--- src/rtl/core/mat_pkg.sv ---
// Package for the multiplexed alarm timer: field types, operation codes and
// delay conversion constants. No dependencies.
package mat_pkg;

  localparam int HW_CH    = 8;
  localparam int OP_W     = 2;
  localparam int SLOT_W   = 3;
  localparam int PERIOD_W = 32;
  localparam int STAMP_W  = 64;
  localparam int DELAY_W  = 22;
  localparam int WORD_W   = 1 + PERIOD_W + STAMP_W;

  typedef logic [OP_W-1:0]     op_t;
  typedef logic [SLOT_W-1:0]   slot_t;
  typedef logic [PERIOD_W-1:0] period_t;
  typedef logic [STAMP_W-1:0]  stamp_t;
  typedef logic [DELAY_W-1:0]  delay_t;
  typedef logic [WORD_W-1:0]   word_t;

  localparam op_t OP_START = 2'd0;
  localparam op_t OP_STOP  = 2'd1;
  localparam op_t OP_TICK  = 2'd2;
  localparam op_t OP_QUERY = 2'd3;

  localparam stamp_t SIGN_BIT  = 64'h8000_0000_0000_0000;
  localparam stamp_t MS_DIV    = 64'd1000;
  // smallest time whose millisecond count exceeds DELAY_MAX
  localparam stamp_t SAT_LIMIT = 64'd2147484000;
  localparam delay_t DELAY_MAX = 22'd2147483;
  localparam delay_t DELAY_ONE = 22'd1;

  // t / 1000 == ((t >> 3) * ceil(2^36 / 125)) >> 36 for t below SAT_LIMIT
  localparam int PRE_SHIFT   = 3;
  localparam int RECIP_W     = 30;
  localparam int RECIP_SHIFT = 36;
  localparam logic [RECIP_W-1:0] MS_RECIP = 30'd549755814;

endpackage

--- src/rtl/core/mat_if.sv ---
// Request and response channel interfaces of the alarm timer.
// Depends on mat_pkg.
interface mat_req_if;
  import mat_pkg::*;
  logic    valid;
  logic    ready;
  op_t     op;
  slot_t   slot;
  period_t period;
  stamp_t  now;
  logic    repeat_req;
  modport source (output valid, op, slot, period, now, repeat_req, input ready);
  modport sink   (input valid, op, slot, period, now, repeat_req, output ready);
endinterface

interface mat_rsp_if;
  import mat_pkg::*;
  logic   valid;
  logic   ready;
  logic   kind;
  slot_t  fired_slot;
  logic   pending;
  logic   armed;
  logic   rearmed;
  delay_t delay_ms;
  logic   last;
  modport source (output valid, kind, fired_slot, pending, armed, rearmed, delay_ms, last,
                  input ready);
  modport sink   (input valid, kind, fired_slot, pending, armed, rearmed, delay_ms, last,
                  output ready);
endinterface

--- src/rtl/core/multiplexed_alarm_timer.sv ---
// Multiplexed alarm timer: up to eight alarm channels sharing one service timer.
// Depends on mat_pkg, mat_req_if, mat_rsp_if, mat_ram, mat_ms_conv.
//
// Usage: req carries one operation per transaction (start, stop, service tick,
// query). rsp returns the results of that operation: a fired transaction for each
// expired channel during a tick, then one status transaction with last set.
// Channel count is min(SLOTS, 8); deadline, period and repeat bit live in one
// RAM word per channel, active bits and the armed deadline in flip-flops.
// Path from request to status: stop and query go straight to status; start
// adds and compares the deadline, then converts the delay when it re-arms;
// a tick scans every channel, converts when it re-arms, and waits on rsp for
// each fired transaction. A tick reads one channel per cycle unless rsp stalls,
// through a 3-stage read/compute/update pipeline on the RAM port.
// req is ready only between operations; one operation is in flight at a time,
// and a new request is taken while the last status still waits in rsp.
// A stalled rsp freezes the tick scan at the next fired transaction.
// Reset clears active bits, the armed flag and the output valid; RAM contents
// are not cleared; a tick reads every word, but only active channels are used.
module multiplexed_alarm_timer #(
  parameter int SLOTS = 8
) (
  input  logic      clk,
  input  logic      rst,
  mat_req_if.sink   req,
  mat_rsp_if.source rsp
);
  import mat_pkg::*;

  localparam int NCH = (SLOTS < HW_CH) ? SLOTS : HW_CH;
  localparam int AW  = (NCH > 1) ? $clog2(NCH) : 1;
  localparam int CW  = $clog2(NCH + 1);

  localparam logic [2:0] S_IDLE   = 3'd0;
  localparam logic [2:0] S_ST_ADD = 3'd1;
  localparam logic [2:0] S_ST_CMP = 3'd2;
  localparam logic [2:0] S_SCAN   = 3'd3;
  localparam logic [2:0] S_CONV   = 3'd4;
  localparam logic [2:0] S_STATUS = 3'd5;

  logic [2:0]       state;
  logic [NCH-1:0]   active;
  logic [HW_CH-1:0] act_ext;
  logic             timer_armed;
  stamp_t           armed_deadline;
  logic             re_r;
  delay_t           dly_r;

  slot_t   slot_r;
  period_t period_r;
  stamp_t  now_r;
  logic    rep_r;
  stamp_t  dl_r;

  logic [CW-1:0] rd_idx;
  logic          c_vld;
  logic [AW-1:0] c_idx;
  logic          u_vld;
  logic [AW-1:0] u_idx;
  stamp_t        u_left;
  stamp_t        u_dl;
  stamp_t        u_newdl;
  logic          u_exp;
  logic          u_rep;
  period_t       u_period;
  logic          found;
  stamp_t        best_key;
  stamp_t        best_dl;

  logic   out_valid;
  logic   out_kind;
  slot_t  out_fired_slot;
  logic   out_pending;
  logic   out_armed;
  logic   out_rearmed;
  delay_t out_delay;
  logic   out_last;

  logic          accept;
  logic          req_slot_ok;
  logic          slot_ok;
  logic [AW-1:0] sidx;
  logic          out_free;
  logic          u_active;
  logic          u_fire;
  logic          u_cand;
  logic          stall;
  logic          adv;
  logic          issue;
  logic          take;
  logic          scan_done;
  stamp_t        cand_left;
  stamp_t        cand_key;
  stamp_t        cand_dl;
  logic          r_rep;
  period_t       r_period;
  stamp_t        r_dl;
  stamp_t        c_left;
  stamp_t        c_newdl;
  logic          c_exp;
  stamp_t        cmp_d;
  logic          st_re;
  logic          ev_load;
  logic          st_load;

  logic          ram_we;
  logic [AW-1:0] ram_waddr;
  word_t         ram_wdata;
  logic          ram_re;
  logic [AW-1:0] ram_raddr;
  word_t         ram_rdata;

  logic   conv_start;
  stamp_t conv_t;
  logic   conv_done;
  delay_t conv_delay;

  assign accept      = req.valid && req.ready;
  assign req.ready   = (state == S_IDLE);
  assign req_slot_ok = int'(req.slot) < NCH;
  assign slot_ok     = int'(slot_r) < NCH;
  assign sidx        = slot_r[AW-1:0];
  assign act_ext     = HW_CH'(active);
  assign out_free    = !out_valid || rsp.ready;

  assign r_rep    = ram_rdata[WORD_W-1];
  assign r_period = ram_rdata[STAMP_W +: PERIOD_W];
  assign r_dl     = ram_rdata[STAMP_W-1:0];
  assign c_left   = r_dl - now_r;
  assign c_newdl  = r_dl + STAMP_W'(r_period);
  assign c_exp    = (c_left == '0) || c_left[STAMP_W-1];

  assign u_active  = active[u_idx];
  assign u_fire    = u_vld && u_active && u_exp;
  assign u_cand    = u_vld && u_active && (!u_exp || u_rep);
  assign stall     = u_fire && !out_free;
  assign adv       = (state == S_SCAN) && !stall;
  assign issue     = adv && (rd_idx != CW'(NCH));
  assign cand_left = u_exp ? (u_left + STAMP_W'(u_period)) : u_left;
  assign cand_key  = cand_left ^ SIGN_BIT;
  assign cand_dl   = u_exp ? u_newdl : u_dl;
  assign take      = adv && u_cand && (!found || (cand_key < best_key));
  assign scan_done = (state == S_SCAN) && (rd_idx == CW'(NCH)) && !c_vld && !u_vld;

  assign cmp_d = armed_deadline - dl_r;
  assign st_re = !timer_armed || ((cmp_d != '0) && !cmp_d[STAMP_W-1]);

  assign ev_load = adv && u_fire;
  assign st_load = (state == S_STATUS) && out_free;

  assign conv_start = ((state == S_ST_CMP) && st_re) || (scan_done && found);
  assign conv_t     = (state == S_SCAN) ? (best_key ^ SIGN_BIT) : STAMP_W'(period_r);

  assign ram_we    = ((state == S_ST_ADD) && slot_ok) || (adv && u_fire && u_rep);
  assign ram_waddr = (state == S_ST_ADD) ? sidx : u_idx;
  assign ram_wdata = (state == S_ST_ADD) ? {rep_r, period_r, now_r + STAMP_W'(period_r)}
                                         : {u_rep, u_period, u_newdl};
  assign ram_re    = issue;
  assign ram_raddr = rd_idx[AW-1:0];

  mat_ram #(
    .WIDTH (WORD_W),
    .DEPTH (NCH)
  ) u_ram (
    .clk   (clk),
    .we    (ram_we),
    .waddr (ram_waddr),
    .wdata (ram_wdata),
    .re    (ram_re),
    .raddr (ram_raddr),
    .rdata (ram_rdata)
  );

  mat_ms_conv u_conv (
    .clk      (clk),
    .rst      (rst),
    .start    (conv_start),
    .t        (conv_t),
    .done     (conv_done),
    .delay_ms (conv_delay)
  );

  always_ff @(posedge clk) begin
    if (rst) begin
      state       <= S_IDLE;
      active      <= '0;
      timer_armed <= 1'b0;
      re_r        <= 1'b0;
      rd_idx      <= '0;
      c_vld       <= 1'b0;
      u_vld       <= 1'b0;
      found       <= 1'b0;
      out_valid   <= 1'b0;
    end else begin
      out_valid <= ev_load || st_load || (out_valid && !rsp.ready);
      case (state)
        S_IDLE: begin
          if (accept) begin
            re_r <= 1'b0;
            case (req.op)
              OP_START: state <= S_ST_ADD;
              OP_STOP: begin
                if (req_slot_ok) begin
                  active[req.slot[AW-1:0]] <= 1'b0;
                end
                state <= S_STATUS;
              end
              OP_TICK: begin
                rd_idx <= '0;
                c_vld  <= 1'b0;
                u_vld  <= 1'b0;
                found  <= 1'b0;
                state  <= S_SCAN;
              end
              default: state <= S_STATUS;
            endcase
          end
        end
        S_ST_ADD: begin
          if (slot_ok) begin
            active[sidx] <= 1'b1;
            state        <= S_ST_CMP;
          end else begin
            state <= S_STATUS;
          end
        end
        S_ST_CMP: begin
          if (st_re) begin
            timer_armed <= 1'b1;
            re_r        <= 1'b1;
            state       <= S_CONV;
          end else begin
            state <= S_STATUS;
          end
        end
        S_SCAN: begin
          if (adv) begin
            if (issue) begin
              rd_idx <= rd_idx + 1'b1;
            end
            c_vld <= issue;
            u_vld <= c_vld;
            if (u_fire && !u_rep) begin
              active[u_idx] <= 1'b0;
            end
            if (take) begin
              found <= 1'b1;
            end
          end
          if (scan_done) begin
            if (found) begin
              timer_armed <= 1'b1;
              re_r        <= 1'b1;
              state       <= S_CONV;
            end else begin
              timer_armed <= 1'b0;
              state       <= S_STATUS;
            end
          end
        end
        S_CONV: begin
          if (conv_done) begin
            state <= S_STATUS;
          end
        end
        S_STATUS: begin
          if (out_free) begin
            state <= S_IDLE;
          end
        end
        default: state <= S_IDLE;
      endcase
    end
  end

  always_ff @(posedge clk) begin
    if (accept) begin
      slot_r   <= req.slot;
      period_r <= req.period;
      now_r    <= req.now;
      rep_r    <= req.repeat_req;
    end
    if (state == S_ST_ADD) begin
      dl_r <= now_r + STAMP_W'(period_r);
    end
    if ((state == S_ST_CMP) && st_re) begin
      armed_deadline <= dl_r;
    end
    if (scan_done && found) begin
      armed_deadline <= best_dl;
    end
    if (issue) begin
      c_idx <= rd_idx[AW-1:0];
    end
    if (adv && c_vld) begin
      u_idx    <= c_idx;
      u_left   <= c_left;
      u_dl     <= r_dl;
      u_newdl  <= c_newdl;
      u_exp    <= c_exp;
      u_rep    <= r_rep;
      u_period <= r_period;
    end
    if (take) begin
      best_key <= cand_key;
      best_dl  <= cand_dl;
    end
    if ((state == S_CONV) && conv_done) begin
      dly_r <= conv_delay;
    end
    if (ev_load) begin
      out_kind       <= 1'b0;
      out_fired_slot <= SLOT_W'(u_idx);
      out_pending    <= u_rep;
      out_armed      <= 1'b0;
      out_rearmed    <= 1'b0;
      out_delay      <= '0;
      out_last       <= 1'b0;
    end
    if (st_load) begin
      out_kind       <= 1'b1;
      out_fired_slot <= '0;
      out_pending    <= act_ext[slot_r];
      out_armed      <= timer_armed;
      out_rearmed    <= re_r;
      out_delay      <= re_r ? dly_r : '0;
      out_last       <= 1'b1;
    end
  end

  assign rsp.valid      = out_valid;
  assign rsp.kind       = out_kind;
  assign rsp.fired_slot = out_fired_slot;
  assign rsp.pending    = out_pending;
  assign rsp.armed      = out_armed;
  assign rsp.rearmed    = out_rearmed;
  assign rsp.delay_ms   = out_delay;
  assign rsp.last       = out_last;

endmodule

--- src/rtl/core/mat_ram.sv ---
// Generic single-write, single-read RAM with registered read data.
// No dependencies.
module mat_ram #(
  parameter int WIDTH = 8,
  parameter int DEPTH = 8
) (
  input  logic                                   clk,
  input  logic                                   we,
  input  logic [((DEPTH > 1) ? $clog2(DEPTH) : 1)-1:0] waddr,
  input  logic [WIDTH-1:0]                       wdata,
  input  logic                                   re,
  input  logic [((DEPTH > 1) ? $clog2(DEPTH) : 1)-1:0] raddr,
  output logic [WIDTH-1:0]                       rdata
);

  logic [WIDTH-1:0] mem [DEPTH];

  always_ff @(posedge clk) begin
    if (we) begin
      mem[waddr] <= wdata;
    end
    if (re) begin
      rdata <= mem[raddr];
    end
  end

endmodule

--- src/rtl/core/mat_ms_conv.sv ---
// Three-stage microsecond to millisecond delay conversion:
// max(1, t/1000) saturated, negative t gives 1. Depends on mat_pkg.
module mat_ms_conv (
  input  logic            clk,
  input  logic            rst,
  input  logic            start,
  input  mat_pkg::stamp_t t,
  output logic            done,
  output mat_pkg::delay_t delay_ms
);
  import mat_pkg::*;

  localparam int X_W    = PERIOD_W - PRE_SHIFT;
  localparam int PROD_W = X_W + RECIP_W;

  logic              v1;
  logic              v2;
  logic              one1;
  logic              sat1;
  logic              one2;
  logic              sat2;
  logic [X_W-1:0]    x1;
  logic [PROD_W-1:0] prod2;

  always_ff @(posedge clk) begin
    if (rst) begin
      v1   <= 1'b0;
      v2   <= 1'b0;
      done <= 1'b0;
    end else begin
      v1   <= start;
      v2   <= v1;
      done <= v2;
    end
  end

  always_ff @(posedge clk) begin
    x1       <= t[PERIOD_W-1:PRE_SHIFT];
    one1     <= t[STAMP_W-1] || (t < MS_DIV);
    sat1     <= !t[STAMP_W-1] && (t >= SAT_LIMIT);
    prod2    <= PROD_W'(x1) * PROD_W'(MS_RECIP);
    one2     <= one1;
    sat2     <= sat1;
    delay_ms <= one2 ? DELAY_ONE : (sat2 ? DELAY_MAX : prod2[RECIP_SHIFT +: DELAY_W]);
  end

endmodule
--- src/flat_wrapper.sv ---
// flat-port wrapper written by rule: the top's interface ports become plain ports
module multiplexed_alarm_timer_flat import mat_pkg::*;
#(
  parameter int SLOTS = 8
)
  (clk, rst, req_valid, req_op, req_slot, req_period, req_now, req_repeat_req, req_ready, rsp_valid, rsp_kind, rsp_fired_slot, rsp_pending, rsp_armed, rsp_rearmed, rsp_delay_ms, rsp_last, rsp_ready);
  mat_req_if req_i ();
  mat_rsp_if rsp_i ();
  input  logic clk;
  input  logic rst;
  input wire logic [$bits(req_i.valid)-1:0] req_valid;
  input wire logic [$bits(req_i.op)-1:0] req_op;
  input wire logic [$bits(req_i.slot)-1:0] req_slot;
  input wire logic [$bits(req_i.period)-1:0] req_period;
  input wire logic [$bits(req_i.now)-1:0] req_now;
  input wire logic [$bits(req_i.repeat_req)-1:0] req_repeat_req;
  output wire logic [$bits(req_i.ready)-1:0] req_ready;
  output wire logic [$bits(rsp_i.valid)-1:0] rsp_valid;
  output wire logic [$bits(rsp_i.kind)-1:0] rsp_kind;
  output wire logic [$bits(rsp_i.fired_slot)-1:0] rsp_fired_slot;
  output wire logic [$bits(rsp_i.pending)-1:0] rsp_pending;
  output wire logic [$bits(rsp_i.armed)-1:0] rsp_armed;
  output wire logic [$bits(rsp_i.rearmed)-1:0] rsp_rearmed;
  output wire logic [$bits(rsp_i.delay_ms)-1:0] rsp_delay_ms;
  output wire logic [$bits(rsp_i.last)-1:0] rsp_last;
  input wire logic [$bits(rsp_i.ready)-1:0] rsp_ready;
  assign req_i.valid = req_valid;
  assign req_i.op = req_op;
  assign req_i.slot = req_slot;
  assign req_i.period = req_period;
  assign req_i.now = req_now;
  assign req_i.repeat_req = req_repeat_req;
  assign req_ready = req_i.ready;
  assign rsp_valid = rsp_i.valid;
  assign rsp_kind = rsp_i.kind;
  assign rsp_fired_slot = rsp_i.fired_slot;
  assign rsp_pending = rsp_i.pending;
  assign rsp_armed = rsp_i.armed;
  assign rsp_rearmed = rsp_i.rearmed;
  assign rsp_delay_ms = rsp_i.delay_ms;
  assign rsp_last = rsp_i.last;
  assign rsp_i.ready = rsp_ready;
  multiplexed_alarm_timer #(.SLOTS(SLOTS)) u_core (.clk(clk), .rst(rst), .req(req_i), .rsp(rsp_i));
endmodule
--- config.mk ---
export PLATFORM = sky130hd
export DESIGN_NAME = multiplexed_alarm_timer_flat
export DESIGN_NICKNAME = d
export VERILOG_FILES = /design/src/rtl/core/mat_pkg.sv /design/src/rtl/core/mat_if.sv /design/src/rtl/core/multiplexed_alarm_timer.sv /design/src/rtl/core/mat_ram.sv /design/src/rtl/core/mat_ms_conv.sv /design/src/flat_wrapper.sv
export SDC_FILE = /design/constraint.sdc
export NUM_CORES = 2
export LEC_CHECK = 0
export BUFFER_PORTS_ARGS = -buffer_cell sky130_fd_sc_hd__buf_2
export CELL_PAD_IN_SITES_DETAIL_PLACEMENT = 1
export CELL_PAD_IN_SITES_GLOBAL_PLACEMENT = 1
export CORE_MARGIN = 2
export CORE_UTILIZATION = 42
export CTS_BUF_LIST = sky130_fd_sc_hd__clkbuf_8
export CTS_CLUSTER_DIAMETER = 150
export DETAILED_ROUTE_END_ITERATION = 12
export GPL_ROUTABILITY_DRIVEN = 0
export PLACE_DENSITY_LB_ADDON = 0.05
export RECOVER_POWER = 50
export SLEW_MARGIN = 20
export SYNTH_ARGS = -nofsm -noshare
export SYNTH_HDL_FRONTEND = slang
export SYNTH_SLANG_ARGS = --single-unit
--- constraint.sdc ---
create_clock -name clk -period 13.3 [get_ports clk]
set_input_delay 1.33 -clock clk [delete_from_list [all_inputs] [get_ports clk]]
set_output_delay 1.33 -clock clk [all_outputs]
set_load 0.05 [all_outputs]
==> impl_metrics.csv <==
group,metric,value,unit
setup_path,worst_setup_path_end_kind,"flip-flop",
finish,finalNetCount,7934,
placed_design,place_area,92000,µm²
floorplanning,die_x,461,µm
sta,worst_slew_pin_slew,8460,ps
sta,timing.setup.tns,0,ps
setup_path,crit_type,"reg -> reg",
clocking,post_cts.repair.setup_buffers,0,
floorplanning,die_area,213000,µm²
logic_synthesis,syn_area,87800,µm²
sta,fmax,98.7,MHz
logic_synthesis,syn-num-nets,7604,
sta,maxSlewViolCount,1115,
run,cap_violations,27,
setup_path,crit_required,13930,ps
placed_design,port_buffers,137,
clocking,clk_latency,1070,ps
finish,final_cell_mix,"edfxtp_1, inv_1, ha_1",
global_routing,grt_usage,25.6,%
setup_path,cp_max_fo,100,
outcome,violations,"capacitance limit, slew limit",
clocking,post_cts_resized,0,
logic_synthesis,synth-main-ff-cell,"edfxtp_1",
drt,vias,55300,
sta,hold_violations,0,
logic_synthesis,seq_area_frac_synth,54.0,%
logic_synthesis,synthCells,6578,
finish,layout_commonest_cell,"edfxtp_1",
drt,drc,0,
sta,finalCritPeriodShare,76.2,%
clocking,cts-htree-levels,5,
drt,drt_pre_antenna_iters,5,
drt,first_iter_violations,3845,
drt,routed_wl,271000,µm
logic_synthesis,avgSynthCellArea,13.4,µm²
global_routing,first_global_vias,59000,
global_routing,grt_pass1_wl,399000,µm
sta,layout_min_cycle_time,10130,ps
floorplanning,rows,167,
clocking,path_clk_slew,70,ps
drt,viasPerCell,5.58,
logic_synthesis,synth_edf_count,1508,
outcome,status,"complete, but fails checks",
clocking,clock_path_buffers,4,
logic_synthesis,yosysUniqueCellTypes,106,
drt,final_antenna_net_count,0,
sta,holdWs,336,ps
clocking,cts_tree,"built",
clocking,cts.sinks,1613,
global_routing,overflow,0,
setup_path,startpoint_type,"flip-flop",
drt,routedWlPerCell,27.4,µm
placed_design,hpwl,200000,µm
floorplanning,core,207000,µm²
floorplanning,die_h,461,µm
clocking,ctsHoldBuffers,0,
finish,stdcell_area,97000,µm²
logic_synthesis,synth_seq_cells,1613,
finish,synthToLayoutAreaGrowth,10.4,%
sta,rsz0062_at_grt,"false",
global_routing,grt_max_degree,101,
logic_synthesis,yosysWarnings,0,
setup_path,crit_arrival,10760,ps
sta,setup_viol,0,
clocking,cts-root-buf,"clkbuf_8",
global_routing,antenna_found_initial,14,
logic_synthesis,async_flop_share,0,%
sta,maxSlewHeadroom,-464,%
min_path,hp-class,"reg -> reg",
sta,skew,90.7,ps
finish,final_core_util,46.7,%
floorplanning,ios,138,
finish,drive_above_1_share,13.8,%
floorplanning,start_util,42.3,%
clocking,cts_made_buffers,303,
-- metrics by stage --
stage,std cells,setup slack [ps]
after CTS,9904,4650
final,9916,3170
after floorplan,6578,2310
after detailed placement,9391,4720
after global routing,9911,2190
after global placement,9391,4870
-- cells in the mapped netlist (70+ instances only) --
cell	number	area, µm²
and3_1	70	438
xnor2_1	188	1650
fa_1	270	5410
o21ai_0	224	1120
edfxtp_1	1508	45300
mux2_2	303	3410
ha_1	650	8130
a21o_1	106	796
dfxtp_1	105	2100
nor3_1	94	470
xor2_1	88	771
a21oi_1	285	1430
inv_1	749	2810
mux4_2	194	4370
clkbuf_1	152	571
nand2_1	411	1540
nor2_1	279	1050
nand3_1	107	536
nand4_1	72	450
-- cells by family (layout without fill, tap and decap cells) --
kind of cell | count (synthesis) | in the layout | share of synthesized area (%)
DFF | 1613 | 1613 | 54.0
and+or+nand+nor | 1308 | 1308 | 7.29
AOI/OAI and AO/OA | 1014 | 1014 | 7.50
buffers and inverters | 937 | 1475 | 4.08
adders and majority gates | 920 | 920 | 15.4
muxes | 510 | 510 | 9.01
xor gates and xnor gates | 276 | 276 | 2.75
other | 0 | 12 | 0
-- final timing paths --
check / startpoint / endpoint / slack, ps / cells past startpoint
min reg2reg: u_core.u_conv.one1 / u_core.u_conv.one2 / 340 / 0
max: u_core.state[0] / u_core.u_dl[32] / 3170 / 7
max reg2reg: u_core.state[0] / u_core.u_dl[32] / 3170 / 7
min: u_core.u_conv.one1 / u_core.u_conv.one2 / 340 / 0
-- sequential cells by signal, summed over array words and instances (netlist names), 4 cells and up --
name                    flops
u_core.act_ext              8
u_core.armed_deadline      64
u_core.best_dl             64
u_core.best_key            64
u_core.dl_r                64
u_core.dly_r               22
u_core.now_r               64
u_core.period_r            32
u_core.rd_idx               4
u_core.rsp.delay_ms        22
u_core.u_conv.delay_ms     22
u_core.u_conv.prod2        22
u_core.u_conv.x1           29
u_core.u_dl                64
u_core.u_left              64
u_core.u_newdl             64
u_core.u_period            32
u_core.u_ram.mem          776
u_core.u_ram.rdata         97
-- metal layers --
metal	GRT usage (%)	vias to the layer above	wire, µm
li1	-	24900	-
met1	35.6	28900	123000
met2	42.2	1152	131000
met3	3.14	346	10600
met4	6.89	0	6420
met5	0	-	0
-- worst max-delay path: stages, from the launching register on --
cell,delay (ps)
dfxtp_1,510
nor2b_1,290
nand2_1,630
clkbuf_1,1660
nor2_1,250
nand2_1,230
clkinvlp_2,4060
buf_4,1890
-- cell type report --
type / instances / area [µm²]
fillers: 21200 / 111000
flip-flops and latches: 1613 / 47400
multi-input cells: 4028 / 36900
clock buffers: 316 / 4350
well taps: 2788 / 3490
inverters: 750 / 2820
repair buffers: 212 / 1100
clock inverters: 197 / 926
diodes: 12 / 30.0
Power is left out: the tool's default activity adds up to more than one toggle a clock period on the data nets, which glitch-free logic cannot reach.
